===== src/rtl/core/kncs_pkg.sv =====
// package for the k-nearest candidate selector
// holds defaults, widths, function codes, controller state type and control/status structs; no dependencies
`default_nettype none
package kncs_pkg;
  localparam int MAX_K_DEF      = 32;
  localparam int COORD_BITS_DEF = 24;
  localparam int ID_BITS_DEF    = 20;
  localparam int DIST_BITS      = 50;
  localparam int OUT_ID_BITS    = 20;
  localparam int KEEP_BITS      = 6;

  localparam logic FUNC_START = 1'b0;
  localparam logic FUNC_CAND  = 1'b1;

  typedef enum logic [3:0] {
    ST_IDLE, ST_DIST, ST_SUM, ST_DECIDE, ST_SCAN, ST_SCANW, ST_REPL,
    ST_MSCAN, ST_MSCANW, ST_EMIT, ST_EMITW, ST_EMPTY
  } state_t;

  typedef struct packed {
    logic load_query;
    logic load_cand;
    logic calc_dist;
    logic calc_sum;
    logic append;
    logic scan_init;
    logic scan_read;
    logic scan_step;
    logic replace;
    logic emit_init;
    logic emit_read;
    logic emit_out;
    logic emit_empty;
  } ctrl_t;

  typedef struct packed {
    logic is_start;
    logic geom_match;
    logic can_append;
    logic have_kept;
    logic scan_done;
    logic nearer;
    logic is_last;
    logic emit_done;
  } stat_t;
endpackage
`default_nettype wire


===== src/rtl/core/kncs_ctrl.sv =====
// controller state machine of the k-nearest candidate selector
// depends on kncs_pkg
`default_nettype none
module kncs_ctrl (
  input  wire logic           clk,
  input  wire logic           rst_n,
  input  wire logic           start,
  output logic                busy,
  input  wire kncs_pkg::stat_t st,
  output kncs_pkg::ctrl_t     ctl
);
  import kncs_pkg::*;
  state_t state_r, state_nxt;

  always_ff @(posedge clk) begin
    if (!rst_n) state_r <= ST_IDLE;
    else state_r <= state_nxt;
  end

  always_comb begin
    state_nxt = state_r;
    ctl = '0;
    busy = (state_r != ST_IDLE);
    case (state_r)
      ST_IDLE: begin
        if (start) begin
          ctl.load_cand = 1'b1;
          state_nxt = ST_DIST;
        end
      end
      ST_DIST: begin
        if (st.is_start) begin
          ctl.load_query = 1'b1;
          state_nxt = ST_IDLE;
        end else begin
          ctl.calc_dist = 1'b1;
          state_nxt = ST_SUM;
        end
      end
      ST_SUM: begin
        ctl.calc_sum = 1'b1;
        state_nxt = ST_DECIDE;
      end
      ST_DECIDE: begin
        if (st.geom_match && st.can_append) begin
          ctl.append = 1'b1;
          state_nxt = st.is_last ? ST_MSCAN : ST_IDLE;
          ctl.scan_init = st.is_last;
        end else if (st.geom_match && st.have_kept) begin
          ctl.scan_init = 1'b1;
          state_nxt = ST_SCAN;
        end else if (st.is_last) begin
          ctl.scan_init = 1'b1;
          state_nxt = ST_MSCAN;
        end else begin
          state_nxt = ST_IDLE;
        end
      end
      ST_SCAN: begin
        if (st.scan_done) begin
          state_nxt = ST_REPL;
        end else begin
          ctl.scan_read = 1'b1;
          state_nxt = ST_SCANW;
        end
      end
      ST_SCANW: begin
        ctl.scan_step = 1'b1;
        state_nxt = ST_SCAN;
      end
      ST_REPL: begin
        if (st.nearer) ctl.replace = 1'b1;
        if (st.is_last) begin
          ctl.scan_init = 1'b1;
          state_nxt = ST_MSCAN;
        end else begin
          state_nxt = ST_IDLE;
        end
      end
      ST_MSCAN: begin
        if (!st.have_kept) begin
          state_nxt = ST_EMPTY;
        end else if (st.scan_done) begin
          ctl.emit_init = 1'b1;
          state_nxt = ST_EMIT;
        end else begin
          ctl.scan_read = 1'b1;
          state_nxt = ST_MSCANW;
        end
      end
      ST_MSCANW: begin
        ctl.scan_step = 1'b1;
        state_nxt = ST_MSCAN;
      end
      ST_EMIT: begin
        ctl.emit_read = 1'b1;
        state_nxt = ST_EMITW;
      end
      ST_EMITW: begin
        ctl.emit_out = 1'b1;
        state_nxt = st.emit_done ? ST_IDLE : ST_EMIT;
      end
      ST_EMPTY: begin
        ctl.emit_empty = 1'b1;
        state_nxt = ST_IDLE;
      end
      default: state_nxt = ST_IDLE;
    endcase
  end
endmodule
`default_nettype wire


===== config.mk =====
export PLATFORM = sky130hd
export DESIGN_NAME = kncs_ctrl
export DESIGN_NICKNAME = d
export VERILOG_FILES = /design/src/rtl/core/kncs_pkg.sv /design/src/rtl/core/kncs_ctrl.sv
export SDC_FILE = /design/constraint.sdc
export NUM_CORES = 1
export LEC_CHECK = 0
export ABC_AREA = 1
export ABC_CLOCK_PERIOD_IN_PS = 960
export BUFFER_PORTS_ARGS = -buffer_cell sky130_fd_sc_hd__buf_2
export CAP_MARGIN = 20
export CORE_AREA = 2 2 39 41
export CTS_CLUSTER_DIAMETER = 80
export CTS_CLUSTER_SIZE = 8
export DETAILED_ROUTE_END_ITERATION = 10
export DIE_AREA = 0 0 41 43
export PLACE_DENSITY_LB_ADDON = 0.15
export SLEW_MARGIN = 20
export SYNTH_ARGS = -nofsm -noshare
export SYNTH_HDL_FRONTEND = slang
export SYNTH_SLANG_ARGS = --single-unit

===== constraint.sdc =====
create_clock -name clk -period 0.96 [get_ports clk]
set_input_delay 0.048 -clock clk [delete_from_list [all_inputs] [get_ports clk]]
set_output_delay 0.048 -clock clk [all_outputs]
set_load 0.01 [all_outputs]

==> results of run 1 <==
## worst min-delay path by stage
stage,from,end,cells after the start
after floorplan,rst_n,state_r[2]$_SDFFE_PN0P_,2
after global placement,rst_n,state_r[2]$_SDFFE_PN0P_,3
after detailed placement,rst_n,state_r[2]$_SDFFE_PN0P_,3
after CTS,rst_n,state_r[2]$_SDFFE_PN0P_,3
after global routing,rst_n,state_r[2]$_SDFFE_PN0P_,3
final,rst_n,state_r[2]$_SDFFE_PN0P_,3
## cells in the final DEF, fill, tap and decap left out, types with 2 or more instances in the layout
| cell type | count |
|---|---|
| nand3_2 | 2 |
| nand3_1 | 6 |
| dfxtp_4 | 4 |
| nor2_4 | 6 |
| nor3_2 | 2 |
| inv_2 | 6 |
| clkbuf_4 | 3 |
| buf_2 | 21 |
| nor2_1 | 7 |
| nand2_1 | 15 |
| buf_4 | 7 |
| nand2_2 | 3 |
| a21oi_2 | 2 |
| nor2_2 | 5 |
| nand2_4 | 3 |
| inv_4 | 2 |
| buf_6 | 9 |
| inv_1 | 12 |
| o21ai_0 | 3 |
## synth_stat cells
cell type	instances	area (µm²)
a21oi_1	2	10.0
a21oi_2	1	8.76
and3_2	1	7.51
buf_4	1	7.51
dfxtp_1	4	80.1
inv_1	18	67.6
inv_2	2	7.51
nand2_1	20	75.1
nand2_2	1	6.26
nand3_1	7	35.0
nand3_2	1	10.0
nand3b_1	1	7.51
nor2_1	16	60.1
nor2_2	2	12.5
nor3_1	2	10.0
nor4_1	1	6.26
o21a_1	1	7.51
o21ai_0	5	25.0
## stage by stage
stage	TNS (ps)	total power, mW	setup slack, ps	instance area (µm²)	hold WS [ps]
after detailed placement	-1390	0.434	-176	683	270
final	-4060	0.733	-284	881	34.1
after global placement	-1440	0.433	-160	683	265
after CTS	-4110	0.707	-287	827	28.5
after floorplan	-30.4	0.343	-15.7	482	146
after global routing	-5180	0.785	-336	881	35.9
## layout make-up
| cell class | instances | area [µm²] | area share (%) |
|---|---|---|---|
| Tap cell | 16 | 20.0 | 2.27 |
| Timing Repair Buffer | 38 | 279 | 31.7 |
| Inverter | 20 | 80.1 | 9.09 |
| Clock buffer | 3 | 22.5 | 2.56 |
| Sequential cell | 4 | 95.1 | 10.8 |
| Multi-Input combinational cell | 61 | 384 | 43.6 |
## power by group through the flow
stage / Combinational, mW / Sequential [mW] / Clock, mW
detailed placement: 0.229 / 0.205 / 0
CTS: 0.292 / 0.206 / 0.208
global placement: 0.229 / 0.204 / 0
floorplan: 0.147 / 0.196 / 0
finish: 0.328 / 0.208 / 0.197
global route: 0.359 / 0.210 / 0.217
## layer usage
layer	track usage, %	vias to the layer above	share of wire, %
li1	-	346	-
met5	0	-	0
met3	1.57	2	4.9
met2	26.6	16	52
met1	20.2	288	42
met4	11.3	0	1.1
## critical path, cell delays in order (launching register included)
cell,delay [ps]
dfxtp_4,360
buf_12,130
nor2_4,170
and3_2,190
buf_2,120
## cells by family after synthesis
group           after synthesis
flops                         4
buf+inv                      21
compound gates                9
simple gates                 52
## repair_timing
action | CTS | global route
resized for setup | 30 | 12
pin swaps | 11 | 7
setup endpoints to repair | 18 | 18
buffers inserted | 4 | 2
hold buffers | 0 | 0
==> impl_summary.txt, run 1 <==
----------------------------------------------------
[Synthesis]
  Mean Syn Cell Area ... 5.16 µm²
  Simple-gate share of the synthesized area ... 51.8%
  Yosys warnings ... 0
  Area share of fa/ha/maj cells after synthesis ... 0%
  Synth Cell Area ... 444 µm²
  Compound-gate portion of the synthesized area ... 11.5%
  Dominant combinational cell family by area after synthesis ... simple AND/OR/NAND/NOR gates
  Xor/xnor share of the synthesized area ... 0%
  Seq/Total Area, Yosys ... 18.0%
  Flop and latch count out of synthesis ... 4
  Multiplexer share of the synthesized area ... 0%
  Synthesized netlist net count ... 97
  Number of distinct library cells after synthesis ... 18
  Cell count after synthesis ... 86

[Hold path]
  Hold Path Class ... in -> reg

[Layout]
  Fillers ... 130
  Ant diodes ... 0
  Register with the most flip-flops ... state_r
  Non-Filler Instances ... 142
  Number of nets in the layout ... 139
  Proportion of layout cells with a drive suffix above 1 ... 61.9%
  Synthesis-to-finish area growth ... 98.3%
  Utilization after layout ... 63.7%
  Number of flip-flops in the largest register ... 4
  Biggest regs ... state_r x4

[Drt]
  Drt pass-1 iters ... 2
  Post-detailed-route count of antenna-violating nets ... 0
  Drt wl/cell ... 9.99 µm
  Iteration-0 DRC Markers ... 6
  Total routed wirelength ... 1420 µm
  Number of remaining DRC errors ... 0
  Via count normalized by instance count ... 4.59
  Routed vias ... 652

[Power and ir drop]
  Cell area power density ... 832 nW/µm²
  Cell-internal power ... 0.478 mW
  Lkg Pwr ... 0.506 nW
  Switching power as a share of total power ... 34.7%
  Clk pwr share ... 26.8%
  Net Switching ... 0.254 mW
  Worst supply voltage drop on vdd ... 1040 µV
  Combinational fraction of design power ... 44.8%
  Sequential fraction of design power ... 28.3%

[Clock network]
  Number of buffers created by CTS ... 3
  Number of buffers between clock root and the deepest sink ... 2
  TritonCTS Sinks ... 4
  Insertion delay of the later-clocked pin in the worst-skew pair ... 230 ps
  Number of H-tree levels ... 1
  Clock transition time at the flip-flop clock pins of the worst setup and hold paths ... 30 ps
  TritonCTS clock tree ... built
  Clock root buffer ... clkbuf_4

[Critical path]
  Arrival time at the worst endpoint ... 1200 ps
  Cell count of the worst reg-to-reg path ... 7
  Critical path capture point type ... output pin
  Reg-to-Reg Start ... state_r[3]$_SDFFE_PN0P_
  Minimum setup slack among reg-to-reg paths ... -250 ps
  Path type of the worst setup path ... reg -> out
  Maximum net fanout on the critical path ... 6
  Critical path startpoint category ... flop
  Critical path origin ... state_r[3]$_SDFFE_PN0P_
  Crit Reg-Reg Endpoint ... state_r[0]$_SDFFE_PN0P_
  Required time at the endpoint of the critical path ... 910 ps
  Critical path endpoint ... ctl[4]

[Placement]
  Count of buffers from port buffering ... 24
  Routability congestion estimate from global placement ... 0.794
  Cells after DPL ... 133
  Final HPWL DP ... 1060 µm

[Die]
  Area inside the core boundary ... 1380 µm²
  Row count ... 14
  Y dimension of the die ... 43 µm
  Effective utilization at floorplan ... 32.1%
  DIE WIDTH ... 41 µm
  Top-level I/O count ... 25
  Die Outline Area ... 1760 µm²

[Global route]
  Global routing usage summed across all routing layers ... 16.9%
  Final global-route overflow total ... 0
  Initial antenna violation count ... 0
  Largest net degree at the start of global routing ... 7
  First-pass GRT wire length ... 2080 µm
  Via count of the first global-routing pass ... 550

[Timing]
  Worst relative slew slack ... 85.6%
  Post-layout minimum cycle time ... 1240 ps
  Worst-case setup margin in the final layout ... -284 ps
  Worst clock skew ... 0.579 ps
  Count of final hold-check violations ... 0
  Crit share post-route ... 130%
  Total count of max-transition violations in the final report ... 0
  RSZ-0062 raised after global routing ... yes
  Final Setup Violations ... 18
  Achievable clock frequency ... 804 MHz
  Transition time at the pin with the least slew margin ... 214 ps

[Run status]
  Run status ... finished, violations left
  Failing checks ... negative setup slack

[Flow run]
  Max-cap violation count ... 0

----------------------------------------------------
Note: power is estimated with default switching activity, not from simulation.
==> inputs of run 2 (changes only) <==
Settings changed: CORE_AREA 2 2 39 41 to 5 5 42 44, DIE_AREA 0 0 41 43 to 0 0 47 49, REMOVE_ABC_BUFFERS from default to 1.
==> run 2 against run 1 <==
Effect of this change: the flow still finishes with violations (negative setup slack); die area rose by 31%; clock power grew 18%; worst setup slack worse by 29 ps; largest cell class unchanged; largest power group unchanged.
==> impl_summary.txt, run 2 (same netlist as run 1, synthesis figures left out) <==
----------------------------------------------------
[Run status]
  Run status ... finished, violations left
  Failing checks ... negative setup slack

[Critical path]
  Critical path startpoint category ... flop
  Reg-to-Reg Start ... state_r[0]$_SDFFE_PN0P_
  Arrival time at the worst endpoint ... 1220 ps
  Required time at the endpoint of the critical path ... 910 ps
  Number of stages on the worst setup path ... 6
  Crit Reg-Reg Endpoint ... state_r[0]$_SDFFE_PN0P_
  Maximum net fanout on the critical path ... 6
  Minimum setup slack among reg-to-reg paths ... -230 ps
  Most repeated library cell on the critical path ... nand2_1
  Cell type of the slowest stage on the worst timing path ... dfxtp_4
  Largest delay contributor family on the critical path ... flip-flops
  Cells along the critical path ... inv_4, nor2_4, buf_4, nand2_1, nand2_1, buf_2
  Delay contributed by the slowest stage of the critical path ... 390 ps
  Critical path capture point type ... output pin
  Path type of the worst setup path ... reg -> out
  Cell count of the worst reg-to-reg path ... 7
  Buffers & Inverters on Critical Path ... 3

[Layout]
  Register with the most flip-flops ... state_r
  Highest-count cells in the layout ignoring fill and taps ... 22 x buf_2, 14 x nand2_1, 12 x buf_4
  Biggest regs ... state_r x4
  Ant diodes ... 0
  Number of flip-flops in the largest register ... 4
  Proportion of layout cells with a drive suffix above 1 ... 67.2%
  Number of nets in the layout ... 141
  Utilization after layout ... 65.7%
  Synthesis-to-finish area growth ... 107%
  Most common cell after layout, fill and taps aside ... buf_2

[Placement]
  Routability congestion estimate from global placement ... 0.828
  Final HPWL DP ... 1080 µm
  Count of buffers from port buffering ... 24

[Global route]
  First-pass GRT wire length ... 2670 µm
  Final global-route overflow total ... 0
  Global routing usage summed across all routing layers ... 15.8%
  Largest net degree at the start of global routing ... 7
  Via count of the first global-routing pass ... 626
  Initial antenna violation count ... 0

[Clock network]
  Number of H-tree levels ... 1
  Clock root buffer ... clkbuf_4
  Clock transition time at the flip-flop clock pins of the worst setup and hold paths ... 40 ps
  Insertion delay of the later-clocked pin in the worst-skew pair ... 250 ps
  TritonCTS clock tree ... built
  CTS hold repair buffers ... 0
  Number of buffers created by CTS ... 3
  Number of buffers between clock root and the deepest sink ... 2
  TritonCTS Sinks ... 4

[Timing]
  Worst clock skew ... 5.66 ps
  Crit share post-route ... 133%
  Final Setup Violations ... 18
  Transition time at the pin with the least slew margin ... 259 ps
  Worst-case setup margin in the final layout ... -313 ps
  Total count of max-transition violations in the final report ... 0
  Hold Slack ... 15.3 ps
  RSZ-0062 raised after global routing ... yes
  Count of final hold-check violations ... 0
  Worst relative slew slack ... 82.7%
  Achievable clock frequency ... 786 MHz
  Post-layout minimum cycle time ... 1270 ps

[Drt]
  Via count normalized by instance count ... 4.85
  Number of remaining DRC errors ... 0
  Post-detailed-route count of antenna-violating nets ... 0
  Routed vias ... 698
  Drt pass-1 iters ... 4
  Iteration-0 DRC Markers ... 13
  Drt wl/cell ... 12.5 µm
  Total routed wirelength ... 1800 µm

[Hold path]
  Min-delay src ... rst_n
  Hold Path Class ... in -> reg
  Hold depth ... 3
  Min-Delay Endpoint ... state_r[2]$_SDFFE_PN0P_

[Die]
  Die Outline Area ... 2300 µm²
  DIE WIDTH ... 47 µm
  Y dimension of the die ... 49 µm
  Top-level I/O count ... 25
  Effective utilization at floorplan ... 31.7%
  Row count ... 14
  Area inside the core boundary ... 1400 µm²

[Flow run]
  Max-cap violation count ... 0

[Power and ir drop]
  Lkg Pwr ... 0.529 nW
  Cell area power density ... 825 nW/µm²
  Worst supply voltage drop on vdd ... 495 µV

----------------------------------------------------
-- run 2: changes by cell type in the layout (fill, tap and decap cells not counted), sizes merged --
cell and delta:
buf +2
-- run 2: worst reg2reg max path, delay by kind of cell, from the launching register on --
family                 cells  cell delay (ps)
AO/OA/AOI/OAI              2              250
buffers and inverters      3              290
flip-flops                 1              370
AND/OR/NAND/NOR            2              220
-- run 2: per-layer routing --
| metal | share of wire [%] | track usage (%) | vias to the layer above |
|---|---|---|---|
| met2 | 52 | 25.6 | 25 |
| met1 | 38 | 18.9 | 314 |
| met3 | 6.6 | 2.58 | 5 |
| met4 | 3.1 | 8.76 | 0 |
| met5 | 0 | 0 | - |
| li1 | - | - | 354 |
-- run 2: per-stage QoR --
step,cell area [µm²],setup slack (ps),setup TNS [ps],total power [mW],std cells
5_1_grt,921,-371,-5280,0.802,144
4_1_cts,818,-278,-3850,0.713,141
2_1_floorplan,437,-115,-574,0.315,85
3_3_place_gp,637,-180,-1800,0.410,133
3_5_place_dp,637,-186,-1760,0.409,133
6_report,921,-313,-4330,0.760,144
-- run 2: final cells by class --
type	count	area [µm²]
tap	16	20.0
fill	127	480
inverter	20	80.1
clock buffer	3	22.5
timing repair buffer	40	268
sequential	4	95.1
multi-input combinational	61	435
-- run 2: how the worst max path moves through the flow --
stage / from / to / slack (ps)
floorplan: state_r[1]$_SDFFE_PN0P_ / ctl[6] / -110
global placement: state_r[1]$_SDFFE_PN0P_ / state_r[1]$_SDFFE_PN0P_ / -180
detailed placement: state_r[1]$_SDFFE_PN0P_ / state_r[1]$_SDFFE_PN0P_ / -190
CTS: state_r[0]$_SDFFE_PN0P_ / ctl[8] / -280
global route: state_r[2]$_SDFFE_PN0P_ / ctl[11] / -370
finish: state_r[2]$_SDFFE_PN0P_ / ctl[5] / -310
-- run 2: what timing repair did --
item | CTS | global route
cloned | 0 | 0
pin swaps | 11 | 8
setup endpoints to repair | 18 | 18
endpoints found under the hold margin | 0 | 0
resized for setup | 46 | 19
buffers inserted | 5 | 3
-- run 2: where the power goes --
| group | switching, mW | leakage, nW | internal (mW) |
|---|---|---|---|
| clock | 0.0904 | 0.0138 | 0.141 |
| combinational | 0.186 | 0.480 | 0.134 |
| sequential | 0.0312 | 0.0355 | 0.177 |
| total | 0.308 | 0.529 | 0.452 |
